==> config.mk <==
export PLATFORM = sky130hd
export DESIGN_NAME = modem_sleep_wake_sequencer
export DESIGN_NICKNAME = d
export VERILOG_FILES = /design/src/rtl/msws_pkg.sv /design/src/rtl/modem_sleep_wake_sequencer.sv
export VERILOG_INCLUDE_DIRS = /design/src /design/src/rtl
export SDC_FILE = /design/constraint.sdc
export NUM_CORES = 1
export LEC_CHECK = 0
export BUFFER_PORTS_ARGS = -buffer_cell sky130_fd_sc_hd__buf_4
export CORE_MARGIN = 2
export CORE_UTILIZATION = 56
export DETAILED_ROUTE_END_ITERATION = 10
export GPL_ROUTABILITY_DRIVEN = 1
export GPL_TIMING_DRIVEN = 0
export PLACE_DENSITY = 0.83
export SYNTH_ARGS = -nofsm -noshare
export SYNTH_HDL_FRONTEND = slang
export SYNTH_SLANG_ARGS = --single-unit
==> constraint.sdc <==
create_clock -name clk -period 3.23 [get_ports clk]
set_input_delay 0.646 -clock clk [delete_from_list [all_inputs] [get_ports clk]]
set_output_delay 0.646 -clock clk [all_outputs]
set_load 0.01 [all_outputs]
==> src/rtl/modem_sleep_wake_sequencer_assert.svh <==
// ============================================================================
// Modem sleep/wake sequencer - assertion macros
// Shared property shapes for the sequencer checks; clk and rst_n in scope.
// ============================================================================
`ifndef MODEM_SLEEP_WAKE_SEQUENCER_ASSERT_SVH
`define MODEM_SLEEP_WAKE_SEQUENCER_ASSERT_SVH

// Same-cycle implication
`define MSWS_ASSERT_NOW(lbl, ante, cons) \
    lbl: assert property (@(posedge clk) disable iff (!rst_n) (ante) |-> (cons)) \
        else $error("sequencer check failed (same cycle)");

// Next-cycle implication
`define MSWS_ASSERT_NEXT(lbl, ante, cons) \
    lbl: assert property (@(posedge clk) disable iff (!rst_n) (ante) |=> (cons)) \
        else $error("sequencer check failed (next cycle)");

`endif

==> src/rtl/msws_pkg.sv <==
// ============================================================================
// msws_pkg
// Types, codes and reset values for the modem sleep/wake sequencer.
// ============================================================================
package msws_pkg;

    // Field widths
    localparam int unsigned DEP_W   = 4;
    localparam int unsigned TICK_W  = 16;
    localparam int unsigned STATE_W = 4;
    localparam int unsigned IDX_W   = 3;

    // Default number of dependent slots
    localparam int unsigned DEPEND_SLOTS_DEF = 4;

    // Event kinds carried on the input tuser
    typedef enum logic [1:0] {
        EV_WAKE  = 2'd0,
        EV_SLEEP = 2'd1,
        EV_TICK  = 2'd2,
        EV_RESP  = 2'd3
    } event_t;

    // Response status codes
    localparam logic [1:0] RESP_NONE    = 2'd0;
    localparam logic [1:0] RESP_NOMATCH = 2'd1;
    localparam logic [1:0] RESP_DONE    = 2'd2;

    // Configuration register indexes
    localparam logic [IDX_W-1:0] REG_DEP_MASK   = 3'd0;
    localparam logic [IDX_W-1:0] REG_DEP_WAIT   = 3'd1;
    localparam logic [IDX_W-1:0] REG_STOP_WAIT  = 3'd2;
    localparam logic [IDX_W-1:0] REG_RETRY_WAIT = 3'd3;
    localparam logic [IDX_W-1:0] REG_RESP_WAIT  = 3'd4;

    // Reset values, assuming a 10 ms tick
    localparam logic [DEP_W-1:0]  RST_DEP_MASK   = 4'd0;
    localparam logic [TICK_W-1:0] RST_DEP_WAIT   = 16'd1000;
    localparam logic [TICK_W-1:0] RST_STOP_WAIT  = 16'd1000;
    localparam logic [TICK_W-1:0] RST_RETRY_WAIT = 16'd100;
    localparam logic [TICK_W-1:0] RST_RESP_WAIT  = 16'd1500;

    // Action strobes of one result
    typedef struct packed {
        logic notify_awake;
        logic notify_asleep;
        logic reinit_stack;
        logic host_wake;
        logic host_sleep;
        logic send_wake_cmd;
        logic send_sleep_cmd;
        logic try_sleep_seq;
        logic abort_and_stop;
    } strobe_t;

endpackage

==> src/rtl/modem_sleep_wake_sequencer.sv <==
// ============================================================================
// modem_sleep_wake_sequencer
// Ten-state modem sleep/wake sequencer with a saturating tick countdown.
// ============================================================================
// Usage:
//   s_* channel: one event request per beat. s_tuser is the event kind
//   (wake, sleep, tick, sleep-command response); s_tdata carries the status
//   inputs sampled with it. m_* channel: exactly one result per event with
//   the new state, action strobes, response status and countdown value.
//   cfg_* channel: register writes by index, taken at any time (always
//   ready); write only while no event is in flight.
// Decode and throughput:
//   An event is decoded in the cycle it is taken, against the state and
//   countdown registers; its result is registered onto m_* in the next
//   cycle. One event per cycle unless m_* stalls (single state/count loop).
// Reset:
//   rst_n clears state to idle, countdown to zero, config to defaults and
//   drops m_tvalid.
// Stall:
//   While m_tvalid is high and m_tready low, s_tready is low and the
//   result register holds; a result taken frees the slot in the same cycle.
// ============================================================================
module modem_sleep_wake_sequencer #(
    parameter int unsigned DEPEND_SLOTS = msws_pkg::DEPEND_SLOTS_DEF
) (
    input  logic        clk,
    input  logic        rst_n,
    // Event input
    input  logic        s_tvalid,
    output logic        s_tready,
    // [3:0] depend_ready, [4] stop_finished, [5] post_action_sleep,
    // [6] seq_accepted, [7] resp_is_sleep_cmd
    input  logic [7:0]  s_tdata,
    // [1:0] mode
    input  logic [1:0]  s_tuser,
    // Result output
    output logic        m_tvalid,
    input  logic        m_tready,
    // [3:0] new_state, [4] abort_and_stop, [5] try_sleep_seq,
    // [6] send_sleep_cmd, [7] send_wake_cmd, [8] host_sleep, [9] host_wake,
    // [10] reinit_stack, [11] notify_asleep, [12] notify_awake,
    // [14:13] resp_status, [30:15] ticks_left, [31] zero
    output logic [31:0] m_tdata,
    // Configuration write
    input  logic        cfg_valid,
    output logic        cfg_ready,
    input  logic [2:0]  cfg_index,
    input  logic [15:0] cfg_data
);

    `include "modem_sleep_wake_sequencer_assert.svh"

    typedef enum logic [msws_pkg::STATE_W-1:0] {
        ST_IDLE       = 4'd0,
        ST_WAITDEP    = 4'd1,
        ST_STOP       = 4'd2,
        ST_DOSLEEP    = 4'd3,
        ST_WAITRESP   = 4'd4,
        ST_SLEEP      = 4'd5,
        ST_WAITDEP_W  = 4'd6,
        ST_STOP_W     = 4'd7,
        ST_DOSLEEP_W  = 4'd8,
        ST_WAITRESP_W = 4'd9
    } state_t;

    // Configuration registers
    logic [msws_pkg::DEP_W-1:0]  dep_mask_reg;
    logic [msws_pkg::TICK_W-1:0] dep_wait_reg;
    logic [msws_pkg::TICK_W-1:0] stop_wait_reg;
    logic [msws_pkg::TICK_W-1:0] retry_wait_reg;
    logic [msws_pkg::TICK_W-1:0] resp_wait_reg;

    // Sequencer state and result register
    state_t                      state_reg, state_next;
    logic [msws_pkg::TICK_W-1:0] count_reg, count_next;
    logic                        out_valid_reg;
    msws_pkg::strobe_t           strobe_reg, strobe_next;
    logic [1:0]                  resp_reg, resp_next;

    // Decoded input fields
    msws_pkg::event_t            ev;
    logic [msws_pkg::DEP_W-1:0]  dep_ready;
    logic                        stop_done;
    logic                        post_sleep;
    logic                        seq_ok;
    logic                        is_sleep_cmd;

    logic [msws_pkg::DEP_W-1:0]  slot_mask;
    logic [msws_pkg::TICK_W-1:0] count_dec;
    logic                        all_ready;
    logic                        in_acc;

    assign ev           = msws_pkg::event_t'(s_tuser);
    assign dep_ready    = s_tdata[3:0];
    assign stop_done    = s_tdata[4];
    assign post_sleep   = s_tdata[5];
    assign seq_ok       = s_tdata[6];
    assign is_sleep_cmd = s_tdata[7];

    // Handshakes
    assign s_tready  = !out_valid_reg || m_tready;
    assign in_acc    = s_tvalid && s_tready;
    assign cfg_ready = 1'b1;
    assign m_tvalid  = out_valid_reg;
    assign m_tdata   = {1'b0, count_reg, resp_reg, strobe_reg, state_reg};

    // Slots at or above DEPEND_SLOTS are ignored
    always_comb
    begin
        for (int i = 0; i < msws_pkg::DEP_W; i++)
        begin
            slot_mask[i] = (i < DEPEND_SLOTS);
        end
    end

    // Saturating countdown step and dependent readiness
    assign count_dec = (count_reg == '0) ? '0 : count_reg - 16'd1;
    assign all_ready = ((dep_mask_reg & ~dep_ready & slot_mask) == '0);

    // Event decode
    always_comb
    begin
        state_next  = state_reg;
        count_next  = count_reg;
        strobe_next = '0;
        resp_next   = msws_pkg::RESP_NONE;
        case (ev)
            msws_pkg::EV_WAKE:
            begin
                case (state_reg)
                    ST_WAITDEP:
                    begin
                        count_next = '0;
                        state_next = ST_WAITDEP_W;
                    end
                    ST_STOP:     state_next = ST_STOP_W;
                    ST_DOSLEEP:
                    begin
                        count_next = '0;
                        state_next = ST_DOSLEEP_W;
                    end
                    ST_WAITRESP: state_next = ST_WAITRESP_W;
                    ST_SLEEP:
                    begin
                        strobe_next.host_wake     = 1'b1;
                        strobe_next.notify_awake  = 1'b1;
                        strobe_next.send_wake_cmd = 1'b1;
                        state_next                = ST_IDLE;
                    end
                    default: ;
                endcase
            end
            msws_pkg::EV_SLEEP:
            begin
                case (state_reg)
                    ST_IDLE:
                    begin
                        count_next = dep_wait_reg;
                        state_next = ST_WAITDEP;
                    end
                    ST_WAITDEP_W:  state_next = ST_WAITDEP;
                    ST_STOP_W:     state_next = ST_STOP;
                    ST_DOSLEEP_W:  state_next = ST_DOSLEEP;
                    ST_WAITRESP_W: state_next = ST_WAITRESP;
                    default: ;
                endcase
            end
            msws_pkg::EV_TICK:
            begin
                case (state_reg)
                    ST_WAITDEP:
                    begin
                        count_next = count_dec;
                        if (all_ready || count_dec == '0)
                        begin
                            strobe_next.abort_and_stop = 1'b1;
                            count_next                 = stop_wait_reg;
                            state_next                 = ST_STOP;
                        end
                    end
                    ST_STOP:
                    begin
                        count_next = count_dec;
                        if (stop_done || count_dec == '0)
                        begin
                            if (post_sleep)
                            begin
                                strobe_next.try_sleep_seq = 1'b1;
                                if (seq_ok)
                                    state_next = ST_DOSLEEP;
                                else
                                    count_next = retry_wait_reg;
                            end
                            else
                            begin
                                strobe_next.reinit_stack  = 1'b1;
                                strobe_next.notify_asleep = 1'b1;
                                state_next                = ST_SLEEP;
                            end
                        end
                    end
                    ST_DOSLEEP:
                    begin
                        strobe_next.send_sleep_cmd = 1'b1;
                        count_next                 = resp_wait_reg;
                        state_next                 = ST_WAITRESP;
                    end
                    ST_WAITRESP:
                    begin
                        count_next = count_dec;
                        if (count_dec == '0)
                        begin
                            strobe_next.reinit_stack  = 1'b1;
                            strobe_next.notify_asleep = 1'b1;
                            strobe_next.host_sleep    = 1'b1;
                            state_next                = ST_SLEEP;
                        end
                    end
                    ST_WAITDEP_W:
                    begin
                        strobe_next.host_wake = 1'b1;
                        count_next            = '0;
                        state_next            = ST_IDLE;
                    end
                    ST_STOP_W:
                    begin
                        count_next = count_dec;
                        if (stop_done || count_dec == '0)
                        begin
                            strobe_next.host_wake    = 1'b1;
                            strobe_next.notify_awake = 1'b1;
                            state_next               = ST_IDLE;
                        end
                    end
                    ST_DOSLEEP_W:
                    begin
                        strobe_next.host_wake    = 1'b1;
                        strobe_next.notify_awake = 1'b1;
                        state_next               = ST_IDLE;
                    end
                    ST_WAITRESP_W:
                    begin
                        count_next = count_dec;
                        if (count_dec == '0)
                        begin
                            strobe_next.host_wake     = 1'b1;
                            strobe_next.send_wake_cmd = 1'b1;
                            strobe_next.notify_awake  = 1'b1;
                            state_next                = ST_IDLE;
                        end
                    end
                    default: ;
                endcase
            end
            msws_pkg::EV_RESP:
            begin
                if (!is_sleep_cmd)
                begin
                    resp_next = msws_pkg::RESP_NOMATCH;
                end
                else
                begin
                    resp_next = msws_pkg::RESP_DONE;
                    if (state_reg == ST_WAITRESP)
                    begin
                        strobe_next.notify_asleep = 1'b1;
                        strobe_next.host_sleep    = 1'b1;
                        state_next                = ST_SLEEP;
                    end
                    else
                    begin
                        // late response outside the wait: treat as a wake
                        strobe_next.host_wake     = 1'b1;
                        strobe_next.send_wake_cmd = 1'b1;
                        strobe_next.notify_awake  = 1'b1;
                        state_next                = ST_IDLE;
                    end
                end
            end
            default: ;
        endcase
    end

    // State, countdown and result register
    always_ff @(posedge clk or negedge rst_n)
    begin
        if (!rst_n)
        begin
            state_reg     <= ST_IDLE;
            count_reg     <= '0;
            out_valid_reg <= 1'b0;
            strobe_reg    <= '0;
            resp_reg      <= msws_pkg::RESP_NONE;
        end
        else
        begin
            if (in_acc)
            begin
                state_reg     <= state_next;
                count_reg     <= count_next;
                strobe_reg    <= strobe_next;
                resp_reg      <= resp_next;
                out_valid_reg <= 1'b1;
            end
            else if (m_tready)
            begin
                out_valid_reg <= 1'b0;
            end
        end
    end

    // Configuration registers
    always_ff @(posedge clk or negedge rst_n)
    begin
        if (!rst_n)
        begin
            dep_mask_reg   <= msws_pkg::RST_DEP_MASK;
            dep_wait_reg   <= msws_pkg::RST_DEP_WAIT;
            stop_wait_reg  <= msws_pkg::RST_STOP_WAIT;
            retry_wait_reg <= msws_pkg::RST_RETRY_WAIT;
            resp_wait_reg  <= msws_pkg::RST_RESP_WAIT;
        end
        else if (cfg_valid && cfg_ready)
        begin
            case (cfg_index)
                msws_pkg::REG_DEP_MASK:   dep_mask_reg   <= cfg_data[msws_pkg::DEP_W-1:0];
                msws_pkg::REG_DEP_WAIT:   dep_wait_reg   <= cfg_data;
                msws_pkg::REG_STOP_WAIT:  stop_wait_reg  <= cfg_data;
                msws_pkg::REG_RETRY_WAIT: retry_wait_reg <= cfg_data;
                msws_pkg::REG_RESP_WAIT:  resp_wait_reg  <= cfg_data;
                default: ;
            endcase
        end
    end

    // Checks
    `MSWS_ASSERT_NEXT(a_count_holds_idle, !in_acc, $stable(count_reg) && $stable(state_reg))
    `MSWS_ASSERT_NEXT(a_state_reported, in_acc, m_tvalid && m_tdata[3:0] == state_reg)
    `MSWS_ASSERT_NEXT(a_ticks_reported, in_acc, m_tdata[30:15] == count_reg)
    `MSWS_ASSERT_NOW(a_notify_exclusive, m_tvalid, !(m_tdata[11] && m_tdata[12]))

endmodule
==> flow_summary_export.csv <==
group,metric,value,unit
status,outcome,"completed",
synthesis,synth-seq-cells,100,
setup_path,crit_chain,"clkbuf_1 > inv_1 > nand2_1 > o21a_1 > clkbuf_1 > clkbuf_2 > a21oi_1 > o22a_1",
cts,cts.sinks,100,
place,placed_area,6470,um^2
finish,design_area,6790,um^2
floorplanning,die_area,11200,um^2
routing,ant_nets,0,
finish,diodes,0,
setup_path,worst-path-max-fanout,10,
finish,layout_commonest_cell,"dfrtp_1",
power_and_ir_drop,p_leak,3.10,nW
finish,nets,704,
sta,final.period_utilization,0.963,
sta,fmax,321,MHz
synthesis,syn-cell-area,5810,um^2
sta,fin_worst_skew,9.80,ps
routing,vias,5125,
finish,mostFrequentLayoutCells,"dfrtp_1, buf_4, mux2_2, nand2_1, nor2_1",
setup_path,critPathSlowestCell,"clkbuf_1",
place,dp_hpwl,11900,um
sta,rsz0062_at_grt,"false",
run,maxCapViolations,0,
sta,worst_slew_pin_slew,1180,ps
place,portBuffers,65,
sta,tns,0,ps
synthesis,synth.area.top_cells,"dfrtp_1, mux2_2, dfstp_2, mux2i_1, nand2_1",
global_routing,track_usage,0.312,
synthesis,synth_edf_count,0,
global_routing,grt_max_degree,101,
place,dp.cells,785,
sta,whs,17.1,ps
finish,final-instance-count-excl-fill,805,
floorplanning,ioPinCount,69,
synthesis,synth_top_family_by_area,"multiplexers",
global_routing,grt_overflow,0,
global_routing,grt_pass1_wl,26800,um
floorplanning,fp.dieH,106,um
cts,numCtsBuffers,9,
setup_path,max_stage_delay,510,ps
synthesis,yosysTopAreaCell,"dfrtp_1",
synthesis,synth-adder-area-share,0.0129,
floorplanning,row_count,37,
place,gpl.final_weighted_congestion,0.952,
sta,hold_violations,0,
routing,first_pass_iters,5,
synthesis,synth_xor_area_frac,0.0136,
routing,wl_per_cell,21.2,um
routing,wirelength,17000,um
synthesis,synth_compound_area_frac,0.165,
synthesis,synth_nets,624,
cts,cts_tree,"yes",
routing,first_iter_violations,433,
cts,h-tree-depth,3,
cts,cts.hold.buffers_added,0,
setup_path,end_kind,"flip-flop",
synthesis,avgSynthCellArea,9.96,um^2
setup_path,crit_type,"flip-flop to flip-flop",
cts,cts_max_path_buffers,2,
power_and_ir_drop,peakVddDrop,0.381,mV
synthesis,synth-simple-area-share,0.157,
synthesis,synthMuxAreaShare,0.174,
floorplanning,core_area,10200,um^2
setup_path,crit_top_cell,"clkbuf_1",
synthesis,synth_cells,584,
cts,path_clk_slew,100,ps
sta,slew_headroom,0.204,
setup_path,cpLargestDelayFamily,"buffers and inverters",
synthesis,yosys_warnings,0,
setup_path,cp_data_required_time,3500,ps
finish,layout-drive-gt1-share,0.296,
power_and_ir_drop,p_per_area,949,nW/um^2
synthesis,synth_cell_types,72,
floorplanning,die_w,106,um
finish,final_util,0.667,
synthesis,async_reset_ff_frac,1.00,
setup_path,cp_num_buf_inv,4,
routing,drc_errors,0,
finish,area_growth,16.8,%
global_routing,antenna_found_initial,0,
cts,clkLatencyLatePin,390,ps
synthesis,seq_area_frac_synth,0.435,
sta,fin_ws,119,ps
power_and_ir_drop,finalPower,6.45,mW
setup_path,startpoint_type,"flip-flop",
synthesis,ys.flop_type,"dfrtp_1",
synthesis,synth_top_area_share,0.336,
sta,post-route-min-period,3110,ps
worst_hold_path,min_path_type,"input pin to asynchronous set/reset pin",
setup_path,crit_arrival,3380,ps
sta,slew_violations,0,
sta,finalSetupViolations,0,
routing,viasPerCell,6.37,
place,place_ws,-153,ps
cts,clockRootBuffer,"clkbuf_8",
global_routing,grt_pass1_vias,5071,
floorplanning,start_util,0.571,
layer usage:
metal	wire length [um]	vias to the layer above	track usage	part of all wire
met5	0	-	0	0
met4	682	0	0.156	0.040
met3	1470	58	0.0466	0.087
met2	7940	295	0.503	0.47
met1	6930	2490	0.413	0.41
li1	-	2282	-	-
synthesized netlist by cell type (3+ instances only):
master     n
dfrtp_1   78
mux2_2    65
nand2_1   58
nor2_1    44
o21ai_0   33
a21oi_1   32
mux2i_1   27
clkbuf_1  25
dfstp_2   22
inv_1     18
nand3_1   17
a221oi_1  14
nor3_1    14
a21o_1    10
nand2b_1  10
xnor2_1    8
and3_1     6
ha_1       6
o22a_1     6
a31oi_1    5
nor2b_1    4
o211ai_1   4
or4_1      4
a211oi_1   3
buf_1      3
buf_4      3
nor4_1     3
o211a_1    3
worst reg2reg max path, stage by stage (launching register included):
cell and delay, ps:
dfrtp_1 480, clkbuf_1 380, inv_1 190, nand2_1 210, o21a_1 440, clkbuf_1 510, clkbuf_2 410, a21oi_1 130
o22a_1 240
kinds of logic (layout without fill, tap and decap cells):
group | count (synthesis) | count (layout)
muxes | 93 | 93
DFF | 100 | 100
and+or+nand+nor | 183 | 183
other | 2 | 2
buffers and inverters | 52 | 137
xor gates and xnor gates | 9 | 9
AOI/OAI and AO/OA | 139 | 139
adders and majority gates | 6 | 6
final timing paths:
check                             start                 to  slack, ps  cells past startpoint
setup / recovery           state_reg[2]       count_reg[7]        120                      8
hold / removal                    rst_n           m_tvalid         20                      1
setup reg to reg           state_reg[2]       count_reg[7]        120                      8
hold reg to reg             resp_reg[1]        resp_reg[1]        490                      2
max in group asynchronous         rst_n  retry_wait_reg[2]       2520                      2
min in group clk               s_tvalid           m_tvalid        470                      2
final cells by class:
class,count,area [um^2]
Tap cell,136,170
Clock inverter,3,68.8
Timing Repair Buffer,69,542
Fill cell,829,3390
Clock buffer,13,159
Buffer,34,173
Sequential cell,100,2530
Inverter,18,67.6
Multi-Input combinational cell,432,3080
power by group:
part           internal (mW)  switching (mW)  leakage (nW)
clock                  0.481           0.445         0.114
sequential              1.56           0.242          1.21
combinational           1.50            2.22          1.77
timing repair:
item | in CTS | in global routing
buffers inserted | 0 | 3
setup endpoints to repair | 10 | 20
gates resized for setup | 2 | 9
cloned | 0 | 0
pin swaps | 0 | 2
hold endpoints to repair | 0 | 0
(Power assumes the default switching activity.)
